**src/hdl/deq_pkg.sv**
```systemverilog
// ----------------------------------------------------------------------------
// deq_pkg
// Types and constants shared by the double-ended queue.
// ----------------------------------------------------------------------------
package deq_pkg;

	localparam int ITEM_W    = 64;
	localparam int ENTRIES_W = 5;

	typedef enum logic [2:0] {
		ACT_PUSH_FRONT = 3'd0,
		ACT_PUSH_BACK  = 3'd1,
		ACT_POP_FRONT  = 3'd2,
		ACT_POP_BACK   = 3'd3,
		ACT_PEEK_FRONT = 3'd4,
		ACT_PEEK_BACK  = 3'd5,
		ACT_CLEAR      = 3'd6,
		ACT_EXIT       = 3'd7
	} action_t;

	typedef enum logic [2:0] {
		ST_OK    = 3'd0,
		ST_EMPTY = 3'd1,
		ST_DATA  = 3'd2,
		ST_BYE   = 3'd3,
		ST_FULL  = 3'd4
	} status_t;

	typedef struct packed {
		action_t             action;
		logic [ITEM_W-1:0]   item_value;
	} req_t;

	typedef struct packed {
		status_t              status;
		logic [ITEM_W-1:0]    item_out;
		logic [ENTRIES_W-1:0] entries_held;
	} rsp_t;

endpackage

```
**src/hdl/deq_ram.sv**
```systemverilog
// ----------------------------------------------------------------------------
// deq_ram
// Simple dual-port item store: one write port, one registered read port.
// ----------------------------------------------------------------------------
module deq_ram #(
	parameter int DEPTH  = 16,
	parameter int ADDR_W = 4,
	parameter int DATA_W = 64
) (
	input  logic              clk,
	input  logic              wr_en,
	input  logic [ADDR_W-1:0] wr_addr,
	input  logic [DATA_W-1:0] wr_data,
	input  logic              rd_en,
	input  logic [ADDR_W-1:0] rd_addr,
	output logic [DATA_W-1:0] rd_data
);

	logic [DATA_W-1:0] mem [DEPTH];

	always_ff @(posedge clk) begin
		if (wr_en) begin
			mem[wr_addr] <= wr_data;
		end
	end

	always_ff @(posedge clk) begin
		if (rd_en) begin
			rd_data <= mem[rd_addr];
		end
	end

endmodule

```
**src/hdl/double_ended_queue_top.sv**
```systemverilog
// ----------------------------------------------------------------------------
// double_ended_queue_top
// Bounded double-ended queue held as a ring in a synchronous item store.
// ----------------------------------------------------------------------------
// A request (req) is taken on a rising edge with start high and busy low.
// Pushes write the store in that cycle; pops and peeks issue a store read
// whose data comes back in the following cycle. Front pointer and count live in
// registers and update in the request cycle.
// Every transaction yields one result on rsp, marked by done for exactly one
// cycle, on the cycle after the request was taken.
// A request may be presented every cycle; the registered store read is the
// only stage and a write is visible to a read in the following cycle, so
// the sustained rate is one transaction per cycle.
// Reset clears the pointer and count, empties the queue and holds busy high
// for the first cycle after reset is released. Store contents are not
// cleared; only occupied slots are ever read.
// The receiver cannot stall: each result must be taken while done is high.
// ----------------------------------------------------------------------------
module double_ended_queue_top
	import deq_pkg::*;
#(
	parameter int CAPACITY = 16
) (
	input  logic clk,
	input  logic arst_n,
	input  logic start,
	output logic busy,
	input  req_t req,
	output logic done,
	output rsp_t rsp
);

	localparam int PTR_W = (CAPACITY > 1) ? $clog2(CAPACITY) : 1;
	localparam int CNT_W = $clog2(CAPACITY + 1);
	localparam int SUM_W = CNT_W + 1;

	logic              busy_q;
	logic [PTR_W-1:0]  front_q;
	logic [CNT_W-1:0]  count_q;
	logic              done_q;
	logic              rd_q;
	status_t           status_q;

	logic              take;
	logic              full;
	logic              empty;
	logic [PTR_W-1:0]  front_dec;
	logic [PTR_W-1:0]  front_inc;
	logic [SUM_W-1:0]  back_sum;
	logic [SUM_W-1:0]  tail_sum;
	logic [PTR_W-1:0]  back_slot;
	logic [PTR_W-1:0]  tail_slot;

	logic              wr_en;
	logic [PTR_W-1:0]  wr_addr;
	logic              rd_en;
	logic [PTR_W-1:0]  rd_addr;
	logic [PTR_W-1:0]  front_d;
	logic [CNT_W-1:0]  count_d;
	status_t           status_d;
	logic [ITEM_W-1:0] rd_data;

	assign take  = start & ~busy_q;
	assign full  = (count_q == CNT_W'(CAPACITY));
	assign empty = (count_q == '0);

	assign front_dec = (front_q == '0) ? PTR_W'(CAPACITY - 1) : front_q - 1'b1;
	assign front_inc = (front_q == PTR_W'(CAPACITY - 1)) ? '0 : front_q + 1'b1;

	// slot after the back item, and the back item itself
	always_comb begin
		back_sum = SUM_W'(front_q) + SUM_W'(count_q);
		if (back_sum >= SUM_W'(CAPACITY)) begin
			back_sum = back_sum - SUM_W'(CAPACITY);
		end
		tail_sum = SUM_W'(front_q) + SUM_W'(count_q) - 1'b1;
		if (tail_sum >= SUM_W'(CAPACITY)) begin
			tail_sum = tail_sum - SUM_W'(CAPACITY);
		end
		back_slot = back_sum[PTR_W-1:0];
		tail_slot = tail_sum[PTR_W-1:0];
	end

	always_comb begin
		wr_en    = 1'b0;
		wr_addr  = front_dec;
		rd_en    = 1'b0;
		rd_addr  = front_q;
		front_d  = front_q;
		count_d  = count_q;
		status_d = ST_OK;
		unique case (req.action) inside
			ACT_PUSH_FRONT: begin
				if (full) begin
					status_d = ST_FULL;
				end else begin
					wr_en   = 1'b1;
					wr_addr = front_dec;
					front_d = front_dec;
					count_d = count_q + 1'b1;
				end
			end
			ACT_PUSH_BACK: begin
				if (full) begin
					status_d = ST_FULL;
				end else begin
					wr_en   = 1'b1;
					wr_addr = back_slot;
					count_d = count_q + 1'b1;
				end
			end
			ACT_POP_FRONT, ACT_PEEK_FRONT: begin
				if (empty) begin
					status_d = ST_EMPTY;
				end else begin
					status_d = ST_DATA;
					rd_en    = 1'b1;
					rd_addr  = front_q;
					if (req.action == ACT_POP_FRONT) begin
						front_d = front_inc;
						count_d = count_q - 1'b1;
					end
				end
			end
			ACT_POP_BACK, ACT_PEEK_BACK: begin
				if (empty) begin
					status_d = ST_EMPTY;
				end else begin
					status_d = ST_DATA;
					rd_en    = 1'b1;
					rd_addr  = tail_slot;
					if (req.action == ACT_POP_BACK) begin
						count_d = count_q - 1'b1;
					end
				end
			end
			ACT_CLEAR: begin
				front_d = '0;
				count_d = '0;
			end
			default: begin
				status_d = ST_BYE;
			end
		endcase
	end

	deq_ram #(
		.DEPTH  (CAPACITY),
		.ADDR_W (PTR_W),
		.DATA_W (ITEM_W)
	) u_ram (
		.clk     (clk),
		.wr_en   (take & wr_en),
		.wr_addr (wr_addr),
		.wr_data (req.item_value),
		.rd_en   (take & rd_en),
		.rd_addr (rd_addr),
		.rd_data (rd_data)
	);

	always_ff @(posedge clk or negedge arst_n) begin
		if (!arst_n) begin
			busy_q  <= 1'b1;
			front_q <= '0;
			count_q <= '0;
			done_q  <= 1'b0;
			rd_q    <= 1'b0;
		end else begin
			busy_q <= 1'b0;
			done_q <= take;
			rd_q   <= take & rd_en;
			if (take) begin
				front_q <= front_d;
				count_q <= count_d;
			end
		end
	end

	always_ff @(posedge clk) begin
		if (take) begin
			status_q <= status_d;
		end
	end

	assign busy             = busy_q;
	assign done             = done_q;
	assign rsp.status       = status_q;
	assign rsp.item_out     = rd_q ? rd_data : '0;
	assign rsp.entries_held = ENTRIES_W'(count_q);

endmodule

```
**config.mk**
```make
export PLATFORM = sky130hd
export DESIGN_NAME = double_ended_queue_top
export DESIGN_NICKNAME = d
export VERILOG_FILES = /design/src/hdl/deq_pkg.sv /design/src/hdl/deq_ram.sv /design/src/hdl/double_ended_queue_top.sv
export SDC_FILE = /design/constraint.sdc
export NUM_CORES = 1
export LEC_CHECK = 0
export BUFFER_PORTS_ARGS = -buffer_cell sky130_fd_sc_hd__buf_4
export CAP_MARGIN = 40
export CORE_ASPECT_RATIO = 0.6
export CORE_MARGIN = 8
export CORE_UTILIZATION = 40
export CTS_BUF_LIST = sky130_fd_sc_hd__clkbuf_4
export DETAILED_ROUTE_END_ITERATION = 16
export GPL_TIMING_DRIVEN = 0
export HOLD_SLACK_MARGIN = 0.1
export MAX_ROUTING_LAYER = met4
export PLACE_DENSITY = 0.62
export SETUP_SLACK_MARGIN = 0.02
export SLEW_MARGIN = 25
export SYNTH_ARGS = -nofsm -noshare
export SYNTH_HDL_FRONTEND = slang
export SYNTH_SLANG_ARGS = --single-unit
```
**constraint.sdc**
```tcl
create_clock -name clk -period 12.7 [get_ports clk]
set_input_delay 1.27 -clock clk [delete_from_list [all_inputs] [get_ports clk]]
set_output_delay 1.27 -clock clk [all_outputs]
set_load 0.005 [all_outputs]
```
# Word level (Yosys, flattened, before mapping)

Memories as Yosys holds them, arrays and structs flattened. A register that Yosys moved wholly into a read port is not among the register bits.
Index checks and enable logic that the tools add are counted.

Register bits: 15
RAM bits: 1,024
Bits of input ports: 70
Output and inout port bits: 74
Word-level logic and storage cells: 74
Memories kept: 1

Memory list:

| memory    | words | width | read ports | clocked after memory_dff | write ports | RTL line      | source |
|---|---|---|---|---|---|---|---|
| u_ram.mem | 16    | 64    | 1          | 1                        | 1           | deq_ram.sv:19 | `logic [DATA_W-1:0] mem [DEPTH];` |

$add $sub $neg: 8
$lt $le $gt $ge: 2
Equality and inequality tests: 14
Mux-type cells: 28
Bitwise operators: 4
Reductions and logical operators: 11

Operators by type and width:

| cell                | number |
|---|---|
| $mux 64             | 1 |
| $mux 4              | 11 |
| $mux 5              | 5 |
| $pmux 5 s4          | 1 |
| $ge 6x5->1 const B  | 2 |
| $ne 2x2->1 const B  | 6 |
| $pmux 4 s3          | 1 |
| $sub 4x1->4 const B | 3 |
| $eq 3x3->1 const B  | 3 |
| $pmux 3 s3          | 1 |
| $reduce_and 7->1    | 1 |
| $add 4x5->6         | 1 |
| $eq 3x2->1 const B  | 2 |
| $mux 1              | 6 |
| $reduce_or 2->1     | 3 |
| $sub 6x1->6 const B | 1 |
| $add 5x1->5 const B | 1 |
| $eq 5x5->1 const B  | 1 |
| $logic_not 5->1     | 1 |
| $reduce_and 5->1    | 1 |
| $sub 5x1->5 const B | 1 |
| $add 4x1->4 const B | 1 |
| $eq 4x4->1 const B  | 1 |
| $logic_not 4->1     | 1 |
| 9 further kinds     | 11 |

# Logic depth before layout (Yosys ltp)

Word-level depth: 6
Gate-level depth with buffers: 13
Mapped depth without buffers: 10

# Modules after synthesis

Synthesis repeated with hierarchy kept, for this count alone.

Cell total of the unflattened synthesis: 1,874
Area total of the unflattened synthesis: 41,979.0 µm²

Modules (own cells, without submodules):

| module                 | times used | cells each | area an instance (µm²) | seq. area each (µm²) |
|---|---|---|---|---|
| deq_ram                | 1          | 1,647      | 40,222.3               | 32,671.3 |
| double_ended_queue_top | 1          | 227        | 1,756.7                | 391.6 |

# Least setup slack after synthesis

OpenSTA, ideal clock, no wires.

Path kind: input -> register
Start: input port req[65] in the netlist's numbering
End: register rd_q
Setup time: 0.579 ns
Arrival time: 6.073 ns
Data required time: 12.121 ns
Path slack: 6.047 ns
Stages on the path: 3
Path buffers: 1
Cells stage by stage: buf_4 -> xnor2_2 -> nor3_1

Word-level cells in the longest chain between the ends: 4
Elaborated cells on any way between the ends: 7
Those cells by class: eq/ne: 4; mux: 1; bitwise: 1; reduce/logical: 1

RTL lines:

| item                                     | RTL line                      | source |
|---|---|---|
| start, declared                          | double_ended_queue_top.sv:28  | `input req_t req,` |
| $eq 3x2->1 or $eq 3x3->1 (tied branches) | --                            |  |
| $reduce_or 4->1 (no source line) (*)     | --                            |  |
| $mux 1 (*)                               | --                            |  |
| $and 1x1->1 (*)                          | --                            |  |
| via u_ram.rd_en                          | deq_ram.sv:14                 | `input logic rd_en,` |
| end signal, assigned                     | double_ended_queue_top.sv:171 | `rd_q <= take & rd_en;` |
| end, declared                            | double_ended_queue_top.sv:41  | `logic rd_q;` |

The timed path passes the listed nets; every way through them passes the cells marked *.
A chain may end at the register's enable or synchronous reset.

# Worst setup path after layout

Start: register front_q[0]
End: register u_ram.rd_data[19] (read register of u_ram.mem), data pin

Word-level cells in the longest chain between the ends: 6
Elaborated cells on any way between the ends: 7
Those cells by class: add/sub: 3; order compare: 1; mux: 3

RTL lines:

| item                                      | RTL line                                                   | source |
|---|---|---|
| start, declared                           | double_ended_queue_top.sv:38                               | `logic [PTR_W-1:0] front_q;` |
| start signal, assigned                    | double_ended_queue_top.sv:173                              | `front_q <= front_d;` |
| $add 4x5->6                               | double_ended_queue_top.sv:76                               | `tail_sum = SUM_W'(front_q) + SUM_W'(count_q) - 1'b1;` |
| $sub 6x1->6                               | double_ended_queue_top.sv:76                               |  |
| $ge 6x5->1 or $sub 4x1->4 (tied branches) | double_ended_queue_top.sv:77, double_ended_queue_top.sv:78 |  |
| $mux 4                                    | double_ended_queue_top.sv:77                               | `if (tail_sum >= SUM_W'(CAPACITY)) begin` |
| $mux 4                                    | double_ended_queue_top.sv:126                              | `if (empty) begin` |
| $mux 4 (*)                                | --                                                         |  |
| end, declared                             | deq_ram.sv:16                                              | `output logic [DATA_W-1:0] rd_data` |

Mark *: on every way between the ends. The rest lies on a longest branch, timed or not.

==> impl_results.md <==
- Worst hold slack: between 400 and 500 ps
- Layout area overhead: 17.7%
- Mapped Cells: 2863
- Nets: 3433
- Setup crit end kind: register
- First-pass GRT wire length: 175000 microns
- Worst Setup SP: front_q[0]
- Post-route ant nets: 0
- CTS Buffer Depth: 4
- Total GRT Usage: 0.202
- Slew @ Worst Pin: 877 ps
- Startpoint class of the critical path: register
- Tcrit/Tclk final: 0.343
- Most frequent cells in the layout: 1091 x edfxtp_1, 657 x nand2_1, 388 x clkbuf_4, 267 x a21oi_1, 163 x buf_4
- Detailed Routing Iterations Pass 1: 5
- Initial antenna violation count: 6
- Final setup vio count: 0
- CP peak stage delay: 530 ps
- Post-Syn Area: 0.0432 sq mm
- Register area: 0.0331 sq mm
- Vias in the first global route: roughly 26000
- Fraction of layout cells with a size suffix above 1: 0.216
- Horiz. Die Dim: 440 microns
- Clock latency at the later pin of the worst-skew pair: approximately 1100 ps
- Total routed wirelength: 119000 microns
- Ys async rst share: 0.0109
- Synth top area cells: edfxtp_1 76%, nand2_1 5.7%, a21oi_1 3.1%
- RSZ-0062 raised after global routing: false
- Synth Net Count: 2944
- Core area: 0.107 sq mm
- Yosys top cell area share: 0.759
- Crit-path max FO: 10
- Initial core utilization: 0.403
- Layout Skew: 63.1 ps
- Reg2reg setup slack: 8340 ps
- CP arrival: 5190 ps
- Layout Cells excl Fill: approximately 5000
- Initial DRC count: 3350
- Worst hold start: req[43]
- Hold endpoint: u_ram.mem[11][43]
- Root buffer cell: clkbuf_4
- CTS Sinks: 1103
- Relative slew slack: 0.415
- CTS HTree Levels: 5
- CP Cell Sequence: ha_1 -> fa_1 -> xor2_1 -> nor3_1 -> xor3_1 -> or3_1 -> clkbuf_2 -> nand3_1 -> buf_6 -> clkbuf_1 -> o22ai_1 -> a211o_1
- # port buffers: 140
- Top delay family on crit path: buffers and inverters
- CP max-delay cell: clkbuf_1
- Netlist cell types: 57
- Placer Congestion: 0.810
- Fin util: 0.474
- Final Hold Violating Endpoints: 0
- P per Cell Area: 243 mW/mm^2
- TritonCTS clock tree: yes
- Hold Path Depth: 1
- WL per Instance: 24.1 microns
- Worst Path Buf+Inv: 3
- Max Cap Viol: 0
- Chip height: about 270 microns
- Syn_area_per_cell: 15.1 sq um
- Die ar.: 0.119 sq mm
- Synth Flop Type: edfxtp_1
- Synth area leader: edfxtp_1
- Largest net degree at the start of global routing: 26
- Status: complete, no violations
- Setup Crit Path Kind: reg2reg
- Routed vias/inst: 5.48
- CTS Buf Count: 282
- Fmax: 0.229 GHz
- Gr ovfl total: 0
- Hold Crit Class: in2reg
- Placement row count: 93
- Worst r2r dst: u_ram.rd_data[19]
- VDD IR max: 0.141 mV
- Min Tclk post-route: approximately 4400 ps
- DRC: 0
- Final Slew Violations: 0
- R2R depth: 12
- Worst path required time: 13530 ps
- Fill count: between 9000 and 10000
- Leakage power: ~18 nW
- Sequential-to-total area share from yosys stat: 0.766
- Routed via count: 27100
- TNS Setup: 0 ps
- Post-synth EDFFs: 1091
- Io pins: 144
- Ys Warns: 0
- Clock-pin slew on the worst setup and hold paths: around 70 ps
- Reg-to-reg critical path startpoint: front_q[0]
- Commonest non-fill, non-tap cell in the layout: edfxtp_1
- Placed cells: 4492
- Hpwl dp: 81100 microns
- Multi-input logic area: between 0.009 and 0.01 sq mm
- Post-synthesis register bit count: 1103
## cell usage after synthesis (all sizes together), types with 2 or more instances
cell type and n:
o22ai 64, a21boi 2, a211oi 2, xnor2 5, nand2b 4, nor3 6
a32oi 64, a21oi 268, mux2i 68, o31ai 4, a21o 7, clkbuf 67
nand2 657, ha 9, buf 135, fa 2, nor2 23, edfxtp 1091
a32o 128, a211o 64, inv 9, o21ai 14, and2 64, xor2 4
and3 3, dfrtp 11, nand3 4, a221oi 64, mux2 3
## cells by family after synthesis
logic type,after synthesis,synth area share
flops,1103,0.766
buf+inv,211,0.0241
other cells,1,0.0000869
fa+ha+maj,11,0.00354
mux,71,0.0168
compound gates,691,0.116
simple gates,765,0.0713
xor+xnor,10,0.00255
## routing by layer
metal / wire length, microns / GRT usage
met5: 0 / -
met4: 2220 / 0.0604
met3: 14500 / 0.0612
met2: 48400 / 0.263
met1: 54200 / 0.300
## cell type report
class | count | share of cell area
inverters | 9 | 0.000665
plain buffers | 202 | 0.0199
flip-flops and latches | 1103 | 0.651
clock inverters | 66 | 0.00598
clock buffers | 388 | 0.0573
multi-input cells | 1549 | 0.181
well taps | 1425 | 0.0351
diodes | 8 | 0.000394
repair buffers | 205 | 0.0488
## state kept, by name (all words and copies together), names as in the netlist
signal	flops
front_q	4
status_q	3
rd_q	1
u_ram.rd_data	64
busy	1
done	1
count_q	5
u_ram.mem	1024
## how the worst max path moves through the flow
stage / to / slack [ps] / cells after the start
final: u_ram.rd_data[19] / 8340 / 12
after detailed placement: u_ram.mem[10][12] / 8040 / 10
after floorplan: rd_q / 6050 / 3
after CTS: rsp[23] / 8380 / 5
after global routing: u_ram.rd_data[48] / 8150 / 12
after global placement: rd_q / 2030 / 3
## stage by stage
stage | setup slack, ps | area, sq um | total power [mW]
after detailed placement | 8040 | 47600 | 9.56
after floorplan | 6050 | 43200 | 7.48
final | 8340 | 50800 | 12.3
after global placement | 2030 | 46000 | 9.45
after global routing | 8150 | 50800 | 12.9
after CTS | 8380 | 50800 | 12.4
## power breakdown
group          leakage [nW]  switching [mW]  total, mW  internal [mW]
registers              9.97          0.0521       4.31           4.26
clock network          1.93            1.36       2.81           1.44
logic                  5.81            3.56       5.23           1.67
total                  17.7            4.97       12.3           7.37
## what timing repair did
action / CTS / global route
endpoints found under the hold margin: 11 / 0
hold buffers: 1 / 0
buffers inserted: 0 / 0
gates resized for setup: 0 / 0
(Power assumes the default switching activity.)
